===== config.mk =====
export PLATFORM = sky130hd
export DESIGN_NAME = multichannel_double_buffered_accumulator_core
export DESIGN_NICKNAME = d
export VERILOG_FILES = /design/src/rtl/mdba_pkg.sv /design/src/rtl/mdba_ram.sv /design/src/rtl/multichannel_double_buffered_accumulator_core.sv
export SDC_FILE = /design/constraint.sdc
export NUM_CORES = 1
export LEC_CHECK = 0
export ABC_AREA = 1
export BUFFER_PORTS_ARGS = -buffer_cell sky130_fd_sc_hd__buf_4
export CORE_MARGIN = 8
export CORE_UTILIZATION = 52
export CTS_CLUSTER_DIAMETER = 50
export CTS_CLUSTER_SIZE = 14
export DETAILED_ROUTE_END_ITERATION = 16
export HOLD_SLACK_MARGIN = 0.08
export PLACE_DENSITY = 0.82
export SLEW_MARGIN = 20
export SYNTH_ARGS = -nofsm -noshare
export SYNTH_HDL_FRONTEND = slang
export SYNTH_HIERARCHICAL = 1
export SYNTH_SLANG_ARGS = --single-unit

===== constraint.sdc =====
create_clock -name clk -period 4.27 [get_ports clk]
set_clock_uncertainty 0.2 [all_clocks]
set_input_delay 0.427 -clock clk [delete_from_list [all_inputs] [get_ports clk]]
set_output_delay 0.427 -clock clk [all_outputs]
set_load 0.01 [all_outputs]

===== src/rtl/mdba_pkg.sv =====
// ----------------------------------------------------------------------------
// mdba_pkg
// shared constants, action codes and request/result types of the
// multichannel double-buffered accumulator core
// ----------------------------------------------------------------------------
package mdba_pkg;

  localparam int CHANNELS       = 4;
  localparam int SUM_BITS       = 16;
  localparam int NUM_COUNT_REGS = 4;

  localparam int COUNT_W    = 8;
  localparam int CHAN_W     = 2;
  localparam int SAMPLE_W   = 8;
  localparam int OUT_SUM_W  = 16;
  localparam int ACTION_W   = 2;
  localparam int CHAN_IDX_W = (CHANNELS > 1) ? $clog2(CHANNELS) : 1;
  localparam int CNT_IDX_W  = 2;

  localparam int APB_ADDR_W = 4;
  localparam int APB_DATA_W = 32;

  // action codes; the spare code behaves as a read
  localparam logic [ACTION_W-1:0] ACT_ADD   = 2'd0;
  localparam logic [ACTION_W-1:0] ACT_READ  = 2'd1;
  localparam logic [ACTION_W-1:0] ACT_RESET = 2'd2;

  typedef struct packed {
    logic [ACTION_W-1:0]        action;
    logic [CHAN_W-1:0]          chan;
    logic signed [SAMPLE_W-1:0] sample;
  } in_req_t;

  typedef struct packed {
    logic [CHAN_W-1:0]           chan_out;
    logic                        block_done;
    logic signed [OUT_SUM_W-1:0] completed_sum;
  } out_rsp_t;

endpackage


===== src/rtl/mdba_ram.sv =====
// ----------------------------------------------------------------------------
// mdba_ram
// generic single-write, single-read synchronous ram with registered read
// ----------------------------------------------------------------------------
module mdba_ram #(
  parameter int WIDTH = 16,
  parameter int DEPTH = 4
) (
  input  logic                                     clk,
  input  logic                                     we,
  input  logic [((DEPTH > 1) ? $clog2(DEPTH) : 1)-1:0] waddr,
  input  logic [WIDTH-1:0]                         wdata,
  input  logic                                     re,
  input  logic [((DEPTH > 1) ? $clog2(DEPTH) : 1)-1:0] raddr,
  output logic [WIDTH-1:0]                         rdata
);

  logic [WIDTH-1:0] mem [DEPTH];
  logic [WIDTH-1:0] rdata_r;

  always_ff @(posedge clk) begin
    if (we) begin
      mem[waddr] <= wdata;
    end
    if (re) begin
      rdata_r <= mem[raddr];
    end
  end

  assign rdata = rdata_r;

endmodule


===== src/rtl/multichannel_double_buffered_accumulator_core.sv =====
// ----------------------------------------------------------------------------
// multichannel_double_buffered_accumulator_core
// four-channel integrate-and-dump accumulator with double-buffered sums
// ----------------------------------------------------------------------------
// One request per cycle is accepted and each gives exactly one result.
// An accepted request loads the read-stage registers as the sum rams
// register their read data; the read stage then adds and loads the output
// register, which drives out_valid, once that register is free. The
// rate is set by the single read-modify-write pass per request through the
// two sum rams (one per buffer, read at the request's channel); a write in
// flight to the entry being read is forwarded, so back-to-back requests to
// one channel need no bubble. While a result waits in the output register
// one more request is taken into the read stage, then the input stalls
// until the result is accepted. Per-channel buffer select, remaining-sample
// counter and a valid bit per sum entry live in flops: a reset request or a
// buffer swap clears entries by dropping valid bits, so no clearing pass is
// needed after reset. Count registers sit at byte addresses 0, 4, 8 and 12;
// a value of 0 means 256 samples and takes effect at the next reload.
// ----------------------------------------------------------------------------
module multichannel_double_buffered_accumulator_core (
  input  logic                                clk,
  input  logic                                rst_n,
  // request channel
  input  logic                                in_valid,
  output logic                                in_ready,
  input  mdba_pkg::in_req_t                   in_data,
  // result channel
  output logic                                out_valid,
  input  logic                                out_ready,
  output mdba_pkg::out_rsp_t                  out_data,
  // apb configuration port
  input  logic                                psel,
  input  logic                                penable,
  input  logic                                pwrite,
  input  logic [mdba_pkg::APB_ADDR_W-1:0]     paddr,
  input  logic [mdba_pkg::APB_DATA_W-1:0]     pwdata,
  output logic [mdba_pkg::APB_DATA_W-1:0]     prdata,
  output logic                                pready
);

  localparam int CH  = mdba_pkg::CHANNELS;
  localparam int SB  = mdba_pkg::SUM_BITS;
  localparam int CIW = mdba_pkg::CHAN_IDX_W;
  localparam int CW  = mdba_pkg::COUNT_W;

  // configuration registers
  logic [CW-1:0] count_r [mdba_pkg::NUM_COUNT_REGS];
  logic          cfg_wr;

  // per-channel control state
  logic          active_r     [CH];
  logic          active_nxt   [CH];
  logic [CW-1:0] remaining_r  [CH];
  logic [CW-1:0] remaining_nxt[CH];
  logic [1:0]    vld_r        [CH];
  logic [1:0]    vld_nxt      [CH];

  // request stage
  logic           in_acc;
  logic           a_chan_ok;
  logic [CIW-1:0] a_idx;
  logic           a_is_add;
  logic           a_is_rst;
  logic           a_sel;
  logic [CW-1:0]  a_rem_dec;
  logic           a_done;
  logic           a_res_buf;
  logic [1:0]     a_vld;
  logic [1:0]     a_hit;

  // ram read stage
  logic                             b_valid_r;
  logic                             b_is_add_r;
  logic                             b_chan_ok_r;
  logic [mdba_pkg::CHAN_W-1:0]      b_chan_r;
  logic [CIW-1:0]                   b_idx_r;
  logic signed [mdba_pkg::SAMPLE_W-1:0] b_sample_r;
  logic                             b_act_r;
  logic                             b_done_r;
  logic                             b_res_buf_r;
  logic [1:0]                       b_vld_r;
  logic [1:0]                       b_hit_r;
  logic [SB-1:0]                    byp_data_r;
  logic                             b_adv;
  logic                             b_wr;

  logic [SB-1:0] q0, q1;
  logic [SB-1:0] eff0, eff1;
  logic [SB-1:0] act_val;
  logic [SB-1:0] res_val;
  logic [SB-1:0] sum_new;
  logic [mdba_pkg::OUT_SUM_W-1:0] b_result;

  // output register
  logic               out_valid_r;
  mdba_pkg::out_rsp_t out_data_r;

  // --------------------------------------------------------------------------
  // apb configuration port
  // --------------------------------------------------------------------------
  assign pready = 1'b1;
  assign cfg_wr = psel && penable && pwrite;
  assign prdata = mdba_pkg::APB_DATA_W'(count_r[paddr[3:2]]);

  always_ff @(posedge clk) begin
    if (!rst_n) begin
      for (int i = 0; i < mdba_pkg::NUM_COUNT_REGS; i++) begin
        count_r[i] <= '0;
      end
    end else if (cfg_wr) begin
      count_r[paddr[3:2]] <= pwdata[CW-1:0];
    end
  end

  // --------------------------------------------------------------------------
  // request stage: channel control decided from flops at accept
  // --------------------------------------------------------------------------
  assign b_adv    = b_valid_r && (!out_valid_r || out_ready);
  assign b_wr     = b_adv && b_is_add_r;
  assign in_ready = !b_valid_r || b_adv;
  assign in_acc   = in_valid && in_ready;

  assign a_chan_ok = int'(in_data.chan) < CH;
  assign a_idx     = CIW'(in_data.chan);
  assign a_is_add  = (in_data.action == mdba_pkg::ACT_ADD) && a_chan_ok;
  assign a_is_rst  = (in_data.action == mdba_pkg::ACT_RESET);
  assign a_sel     = active_r[a_idx];
  assign a_rem_dec = remaining_r[a_idx] - CW'(1);
  assign a_done    = a_is_add && (a_rem_dec == '0);

  // buffer the result comes from once this request is applied
  always_comb begin
    if (a_is_rst) begin
      a_res_buf = 1'b1;
    end else if (a_done) begin
      a_res_buf = a_sel;
    end else begin
      a_res_buf = ~a_sel;
    end
  end

  // entry validity and forwarding as seen after the older request's write
  always_comb begin
    a_vld = vld_r[a_idx];
    a_hit = 2'b00;
    if (b_wr && (b_idx_r == a_idx)) begin
      a_vld[b_act_r] = 1'b1;
      a_hit[b_act_r] = 1'b1;
    end
  end

  always_comb begin
    for (int c = 0; c < CH; c++) begin
      active_nxt[c]    = active_r[c];
      remaining_nxt[c] = remaining_r[c];
      vld_nxt[c]       = vld_r[c];
    end
    // older request writes its active sum
    if (b_wr) begin
      vld_nxt[b_idx_r][b_act_r] = 1'b1;
    end
    // newer request's clears win over that write
    if (in_acc) begin
      if (a_is_rst) begin
        for (int c = 0; c < CH; c++) begin
          active_nxt[c]    = 1'b0;
          remaining_nxt[c] = count_r[mdba_pkg::CNT_IDX_W'(c % mdba_pkg::NUM_COUNT_REGS)];
          vld_nxt[c][0]    = 1'b0;
        end
      end else if (a_is_add) begin
        if (a_done) begin
          active_nxt[a_idx]        = ~a_sel;
          remaining_nxt[a_idx]     = count_r[mdba_pkg::CNT_IDX_W'(a_idx)];
          vld_nxt[a_idx][~a_sel]   = 1'b0;
        end else begin
          remaining_nxt[a_idx] = a_rem_dec;
        end
      end
    end
  end

  always_ff @(posedge clk) begin
    if (!rst_n) begin
      for (int c = 0; c < CH; c++) begin
        active_r[c]    <= 1'b0;
        remaining_r[c] <= '0;
        vld_r[c]       <= 2'b00;
      end
    end else begin
      for (int c = 0; c < CH; c++) begin
        active_r[c]    <= active_nxt[c];
        remaining_r[c] <= remaining_nxt[c];
        vld_r[c]       <= vld_nxt[c];
      end
    end
  end

  // --------------------------------------------------------------------------
  // sum rams, one per buffer, both read at the request's channel
  // --------------------------------------------------------------------------
  mdba_ram #(
    .WIDTH (SB),
    .DEPTH (CH)
  ) u_buf0_ram (
    .clk   (clk),
    .we    (b_wr && !b_act_r),
    .waddr (b_idx_r),
    .wdata (sum_new),
    .re    (in_acc),
    .raddr (a_idx),
    .rdata (q0)
  );

  mdba_ram #(
    .WIDTH (SB),
    .DEPTH (CH)
  ) u_buf1_ram (
    .clk   (clk),
    .we    (b_wr && b_act_r),
    .waddr (b_idx_r),
    .wdata (sum_new),
    .re    (in_acc),
    .raddr (a_idx),
    .rdata (q1)
  );

  // --------------------------------------------------------------------------
  // read stage: pick up ram data, add, write back
  // --------------------------------------------------------------------------
  always_ff @(posedge clk) begin
    if (!rst_n) begin
      b_valid_r <= 1'b0;
    end else if (in_acc) begin
      b_valid_r <= 1'b1;
    end else if (b_adv) begin
      b_valid_r <= 1'b0;
    end
  end

  always_ff @(posedge clk) begin
    if (in_acc) begin
      b_is_add_r  <= a_is_add;
      b_chan_ok_r <= a_chan_ok;
      b_chan_r    <= in_data.chan;
      b_idx_r     <= a_idx;
      b_sample_r  <= in_data.sample;
      b_act_r     <= a_sel;
      b_done_r    <= a_done;
      b_res_buf_r <= a_res_buf;
      b_vld_r     <= a_vld;
      b_hit_r     <= a_hit;
      byp_data_r  <= sum_new;
    end
  end

  // entry value: forwarded write, else ram data if valid, else cleared
  assign eff0 = b_hit_r[0] ? byp_data_r : (b_vld_r[0] ? q0 : '0);
  assign eff1 = b_hit_r[1] ? byp_data_r : (b_vld_r[1] ? q1 : '0);

  assign act_val = b_act_r     ? eff1 : eff0;
  assign res_val = b_res_buf_r ? eff1 : eff0;
  assign sum_new = act_val + {{(SB-mdba_pkg::SAMPLE_W){b_sample_r[mdba_pkg::SAMPLE_W-1]}},
                              b_sample_r};

  always_comb begin
    if (!b_chan_ok_r) begin
      b_result = '0;
    end else if (b_done_r) begin
      b_result = sum_new[mdba_pkg::OUT_SUM_W-1:0];
    end else begin
      b_result = res_val[mdba_pkg::OUT_SUM_W-1:0];
    end
  end

  // --------------------------------------------------------------------------
  // output register
  // --------------------------------------------------------------------------
  always_ff @(posedge clk) begin
    if (!rst_n) begin
      out_valid_r <= 1'b0;
    end else if (b_adv) begin
      out_valid_r <= 1'b1;
    end else if (out_ready) begin
      out_valid_r <= 1'b0;
    end
  end

  always_ff @(posedge clk) begin
    if (b_adv) begin
      out_data_r.chan_out      <= b_chan_r;
      out_data_r.block_done    <= b_done_r;
      out_data_r.completed_sum <= b_result;
    end
  end

  assign out_valid = out_valid_r;
  assign out_data  = out_data_r;

  // --------------------------------------------------------------------------
  // assertions
  // --------------------------------------------------------------------------
  // a completed block only ever comes from an add
  a_done_only_add: assert property (@(posedge clk) disable iff (!rst_n)
    (b_valid_r && b_done_r) |-> b_is_add_r)
    else $error("block_done on a request that is not an add");

  // forwarding targets at most one buffer
  a_one_hit: assert property (@(posedge clk) disable iff (!rst_n)
    b_valid_r |-> !(b_hit_r[0] && b_hit_r[1]))
    else $error("forwarding hit on both buffers");

  // after a swap the new active buffer reads as cleared
  a_swap_clears: assert property (@(posedge clk) disable iff (!rst_n)
    (b_valid_r && b_done_r) |-> !vld_r[b_idx_r][~b_act_r])
    else $error("new active buffer not cleared after swap");

  // an empty read stage never blocks requests
  a_ready_when_empty: assert property (@(posedge clk) disable iff (!rst_n)
    !b_valid_r |-> in_ready)
    else $error("request blocked while pipeline is empty");

  // a request accepted leaves the read stage occupied next cycle
  a_accept_fills: assert property (@(posedge clk) disable iff (!rst_n)
    in_acc |=> b_valid_r)
    else $error("accepted request lost before read stage");

endmodule

Word level (Yosys, flattened, before mapping)

Memories as Yosys holds them, arrays and structs flattened. A register that Yosys moved wholly into a read port is not among the register bits.
Index checks and enable logic that the tools add are counted.

Bits in registers: 55
Memory bits (writable): 204
Input bits: 55
Output and inout bits: 54
Word-level logic and storage cells: 146
Memories: 6

$add $sub $neg: 2
Order comparisons: 8
Equality and inequality tests: 2
Muxes and demuxes: 72
Bitwise operators: 19
Reductions and logical operators: 23

Memories:

| name           | words | width | rd ports | clocked after memory_dff | write ports | line                                                | RTL |
|---|---|---|---|---|---|---|---|
| u_buf0_ram.mem | 4     | 16    | 1        | 1                        | 1           | mdba_ram.sv:18                                      | `logic [WIDTH-1:0] mem [DEPTH];` |
| u_buf1_ram.mem | 4     | 16    | 1        | 1                        | 1           | mdba_ram.sv:18                                      |  |
| count_r        | 4     | 8     | 6        | 0                        | 4           | multichannel_double_buffered_accumulator_core.sv:47 | `logic [CW-1:0] count_r [mdba_pkg::NUM_COUNT_REGS];` |
| remaining_r    | 4     | 8     | 5        | 0                        | 4           | multichannel_double_buffered_accumulator_core.sv:53 | `logic [CW-1:0] remaining_r [CH];` |
| vld_r          | 4     | 2     | 5        | 0                        | 4           | multichannel_double_buffered_accumulator_core.sv:55 | `logic [1:0] vld_r [CH];` |
| active_r       | 4     | 1     | 5        | 0                        | 4           | multichannel_double_buffered_accumulator_core.sv:51 | `logic active_r [CH];` |

Operator list:

| operator                                                              | number |
|---|---|
| 32-bit 2-to-1 mux                                                     | 4 |
| 16-bit 2-to-1 mux                                                     | 7 |
| 8-bit 2-to-1 mux                                                      | 10 |
| 32-bit bitwise mux                                                    | 2 |
| 1-bit 2-to-1 mux                                                      | 30 |
| 16-bit adder                                                          | 1 |
| 8-bit demux with 2-bit select                                         | 1 |
| 2-bit 2-to-1 mux                                                      | 8 |
| 4-bit 2-to-1 mux                                                      | 4 |
| 1-bit logical AND                                                     | 13 |
| 1-bit OR                                                              | 12 |
| 8-bit bitwise AND                                                     | 1 |
| 2-bit demux with 2-bit select                                         | 2 |
| 8-bit zero test                                                       | 1 |
| 8-bit inverter                                                        | 1 |
| 8-bit OR                                                              | 1 |
| 8-bit OR reduction                                                    | 1 |
| 8-bit by 1-bit subtractor with 8-bit output (second input constant)   | 1 |
| 3-bit >= comparator (second input constant)                           | 2 |
| 3-bit by 1-bit < comparator with 1-bit output (second input constant) | 2 |
| 2-bit inverter with 3-bit output                                      | 2 |
| 4-bit bitwise mux                                                     | 1 |
| 1-bit by 2-bit < comparator with 1-bit output (second input constant) | 2 |
| 2-bit nonzero test                                                    | 2 |
| other kinds (10)                                                      | 15 |

Longest topological paths before layout

An unclocked memory read counts as a cell.

Depth in word-level cells: 15
Mapped depth: 22

Cells and area by module

Netlist, hierarchy kept.

Modules (own cells, without submodules):

| module                                        | instances | cells an instance | area each (um^2) |
|---|---|---|---|
| multichannel_double_buffered_accumulator_core | 1         | 978               | 7,813.7 |
| mdba_ram                                      | 2         | 275               | 3,239.4 |

Least setup slack after synthesis

Ideal clock, no wire load.

Path type: register to register
From: register b_hit_r[0]
To: register out_data_r (netlist bit out_data[12]), data pin
Setup time: 0.152 ns
Data arrival time: 3.276 ns
Slack: 0.642 ns
Stages on the path, launching flop included: 23
Path buffers: 2
Period minus slack after synthesis: 3.628 ns
Cells stage by stage: edfxtp_1 clkbuf_1 inv_1 nand2_1 inv_1 clkbuf_1 a22oi_1 mux2i_1 ha_1 inv_1 fa_1 inv_1 nand3_1 a31oi_1 nor2_1 o21ai_0 nand2_1 nand2_1 nand3_1 nand2_1 xor2_1 nand2_1 o21ai_0

Word-level cells in the longest chain between the ends: 4

RTL lines:

| item                     | line                                                 | RTL |
|---|---|---|
| start: declaration       | multichannel_double_buffered_accumulator_core.sv:82  | `logic [1:0] b_hit_r;` |
| start signal: assignment | multichannel_double_buffered_accumulator_core.sv:251 | `b_hit_r <= a_hit;` |
| 16-bit 2-to-1 mux        | multichannel_double_buffered_accumulator_core.sv:257 | `assign eff0 = b_hit_r[0] ? byp_data_r : (b_vld_r[0] ? q0 : '0);` |
| 16-bit 2-to-1 mux        | multichannel_double_buffered_accumulator_core.sv:260 | `assign act_val = b_act_r ? eff1 : eff0;` |
| 16-bit adder             | multichannel_double_buffered_accumulator_core.sv:262 | `assign sum_new = act_val + {{(SB-mdba_pkg::SAMPLE_W){b_sample_r[mdba_pkg::SAMPLE_W-1]}},` |
| net sum_new[12]          | multichannel_double_buffered_accumulator_core.sv:91  | `logic [SB-1:0] sum_new;` |
| 16-bit 2-to-1 mux        | multichannel_double_buffered_accumulator_core.sv:268 | `end else if (b_done_r) begin` |
| end: declaration         | multichannel_double_buffered_accumulator_core.sv:96  | `mdba_pkg::out_rsp_t out_data_r;` |

The timed path passes the listed nets, and every way through them passes these cells.
A chain may end at the register's enable or synchronous reset.

Final worst setup path

From: register b_hit_r[0]
To: memory u_buf0_ram.mem[2][13], data pin

Word-level cells in the longest chain between the ends: 3

RTL lines:

| item              | line |
|---|---|
| 16-bit 2-to-1 mux | multichannel_double_buffered_accumulator_core.sv:257 |
| 16-bit 2-to-1 mux | multichannel_double_buffered_accumulator_core.sv:260 |
| 16-bit adder      | multichannel_double_buffered_accumulator_core.sv:262 |
| net sum_new[13]   | multichannel_double_buffered_accumulator_core.sv:91 |
| end: declaration  | mdba_ram.sv:18 |

The timed path passes the listed nets, and every way through them passes these cells.

==> out/metrics.yaml <==
finish:
  fillers: 2110
  layout.nets: 1681
  fin_util: 0.596
  fin_cells: 1971
  antenna_cells: 0
  final_layout_size_suffix_gt1_frac: 0.107
  fin_area_um2: 16100
  area_delta_synth_final_pct: 12.3
floorplan:
  num_io_pins: 109
  die_h_um: 182
  core_area_um2: 27000
  dieWidth_um: 182
  die-area_um2: 33000
  start_util: 0.530
  core.rowCount: 60
yosys:
  synth-xor-area-share: 0.00980
  synthAdderAreaFrac: 0.0163
  synth_seq_cells: 291
  synth_top_family_by_area: "simple AND/OR/NAND/NOR gates"
  synth_ff_type: "edfxtp_1"
  synth_top_area_share: 0.521
  ys_warn_count: 6
  synth_cells: 1528
  synth-simple-area-share: 0.183
  synth_cell_type_count: 50
  synth_area_leader_cell: "edfxtp_1"
  synth_edf_count: 248
  ys_top_cells_by_area: "edfxtp_1 (52%), nand2_1 (9.5%), dfxtp_1 (6.0%)"
  synth_compound_area_frac: 0.103
  synth_area_um2: 14300
  syn_avg_cell_area_um2: 9.35
  synth_common_cells: "nand2_1 (362), edfxtp_1 (248), inv_1 (223)"
  synth_most_common_cell: "nand2_1"
  async_reset_ff_frac: 0
  muxShareOfSynthArea: 0.00280
  synth-seq-area-share: 0.581
timing:
  fin_tns_setup_ps: 0
  hold_violations: 0
  timing.hold.ws_ps: 124
  rsz0062_at_grt: "false"
  fmax_mhz: 253
  maxSlewViolCount: 0
  finalSetupViolations: 0
  fin_crit_sh: 0.927
  worstMarginPinSlew_ps: 997
  relSlewSlack: 0.331
  period_minus_slack_ps: 3960
drt:
  dr.first_iter.drc_count: 1444
  drcViolationCount: 0
  dr.pass1.iters: 6
  ant_nets: 0
  wl_per_cell_um: 17.9
  routed_wl_um: 35300
  via_per_inst: 5.62
  num_vias: 11100
placed_design:
  gp_congestion: 0.942
  placed_area_um2: 15000
  dp_cells: 1898
  dp_hpwl_um: 23900
  portBuffers: 57
power_and_ir_drop:
  seq_power_share: 0.505
  pwr-share-clk: 0.346
  power.switching_w: 0.00183
  p_int_w: 0.00500
  power.density_nw_per_um2: 425
  ir_drop_mv: 0.311
  p_leak_nw: 6.97
  power_frac_comb: 0.148
  sw_frac_of_total: 0.268
critical_path:
  cp_data_required_time_ps: 4370
  path_buf_inv: 3
  cp_max_fo: 9
  crit_arrival_ps: 4060
  cp_slowest_stage_delay_ps: 510
  cpMostUsedCell: "nand2_1"
  path_cells: "inv_1 -> nand2_1 -> inv_1 -> a22oi_1 -> inv_1 -> nand2_1 -> o21ai_0 -> ha_1 -> a21oi_1 -> nand2_1 -> a21oi_1 -> o21ai_0 -> a21boi_0 -> o21ai_0 -> nand2_1 -> nand2_1 -> nand2_1 -> and2_1"
  crit_type: "flip-flop to flip-flop"
  cp_slowest_cell: "edfxtp_1"
  cp-end-kind: "flip-flop"
  critical_path.top_delay_family: "compound AO/OA/AOI/OAI gates"
  startpoint_type: "flip-flop"
global_route:
  grt_usage: 0.210
  grt_pass1_wl_um: 56000
  grt_pass1_vias: 10800
  grt_max_degree: 71
  antenna_found_initial: 0
  grt_overflow: 0
cts:
  clkLatencyLatePin_ps: 550
  clkSlewWorstSetupHoldPaths_ps: 70
  cts_tree: "built"
  h-tree-depth: 1
  clock_path_buffers: 3
  numCtsBuffers: 28
  cts_root_buf: "clkbuf_16"
  numClockSinks: 291
run_status:
  outcome: "finished, final reports clean"
min_path:
  hp-class: "input pin to flip-flop"
job:
  cap_violations: 0
## per-stage QoR
step	total power [W]	setup WS [ps]
2_1_floorplan	0.00413	642
3_3_place_gp	0.00444	462
3_5_place_dp	0.00448	357
4_1_cts	0.00683	313
5_1_grt	0.00706	38.4
6_report	0.00682	310
## power by group through the flow
stage	clock, W	sequential, W	combinational (W)
after global placement	0	0.00350	0.000940
after detailed placement	0	0.00350	0.000971
after CTS	0.00239	0.00344	0.000995
after global routing	0.00250	0.00346	0.00111
final	0.00236	0.00345	0.00101
after floorplan	0	0.00348	0.000651
## metal layers
| layer | part of all wire | GRT usage | vias to the layer above | wire length (um) |
|---|---|---|---|---|
| met2 | 0.49 | 0.369 | 562 | 17400 |
| met3 | 0.090 | 0.0387 | 91 | 3190 |
| met1 | 0.39 | 0.257 | 5197 | 13700 |
| met4 | 0.028 | 0.0646 | 0 | 971 |
| li1 | - | - | 5218 | - |
| met5 | 0 | 0 | - | 0 |
## flip-flops by register name, indices dropped and copies added (netlist names), 8 cells and up
name / flops
count_r: 32
remaining_r: 32
u_buf1_ram/mem: 64
byp_data_r: 16
u_buf0_ram/rdata: 16
u_buf1_ram/rdata: 16
vld_r: 8
b_sample_r: 8
out_data: 19
u_buf0_ram/mem: 64
## cell type report
type	instances	area, um2	area share
clock inverter	9	68.8	0.00429
multi-input combinational	938	4660	0.290
timing repair buffer	111	886	0.0552
sequential	291	8310	0.518
inverter	238	898	0.0560
tap	341	427	0.0266
clock buffer	43	808	0.0504
## worst paths after layout
kind / from / to / slack [ps] / cells after the start
setup / recovery: b_hit_r[0] / u_buf0_ram/mem[2][13] / 310 / 18
hold / removal: rst_n / vld_r[3][0] / 120 / 3
setup reg to reg: b_hit_r[0] / u_buf0_ram/mem[2][13] / 310 / 18
hold reg to reg: remaining_r[3][4] / remaining_r[3][4] / 270 / 2
## worst reg2reg max path: stages (launching register included)
cell and delay, ps:
edfxtp_1 510, inv_1 70, nand2_1 60, inv_1 110, a22oi_1 170, inv_1 70, nand2_1 50, o21ai_0 90
ha_1 350, a21oi_1 170, nand2_1 110, a21oi_1 230, o21ai_0 210, a21boi_0 430, o21ai_0 250, nand2_1 120
nand2_1 50, nand2_1 70, and2_1 390
## cell families (layout without fill, tap and decap cells)
group           Yosys count  in the layout
simple gates            618            618
compound gates          257            257
other cells               2             25
buf+inv                 322            401
fa+ha+maj                18             18
mux                       4              4
xor+xnor                 16             16
flops                   291            291
## repair_timing
action | CTS | global route
endpoints found under the hold margin | 43 | 0
setup buffers | 0 | 0
hold buffers | 21 | 0
gates resized for setup | 0 | 1
endpoints found under the setup margin | 0 | 10
## layout by cell type (no fill, tap or decap), types with 2 or more instances in the layout
cell and instances:
a21oi_1 89, a221oi_1 9, a22o_1 2, a22oi_1 31, a31oi_1 3, buf_4 90, clkbuf_1 11, clkbuf_16 29
clkbuf_8 3, clkinv_1 4, clkinvlp_4 3, conb_1 25, dfxtp_1 43, dlygate4sd3_1 21, edfxtp_1 248, ha_1 17
inv_1 222, inv_2 10, inv_4 3, inv_6 3, mux2i_1 4, nand2_1 362, nand2_2 3, nand3_1 120
nand4_1 11, nor2_1 90, nor2_2 8, nor2_4 3, nor3_1 5, nor3_2 8, o211ai_1 2, o21ai_0 96
o21ai_1 2, o21ai_4 2, o22a_1 2, o22ai_1 11, o31ai_1 2, xnor2_1 6, xor2_1 9
Power figures use the tool's default switching activity.
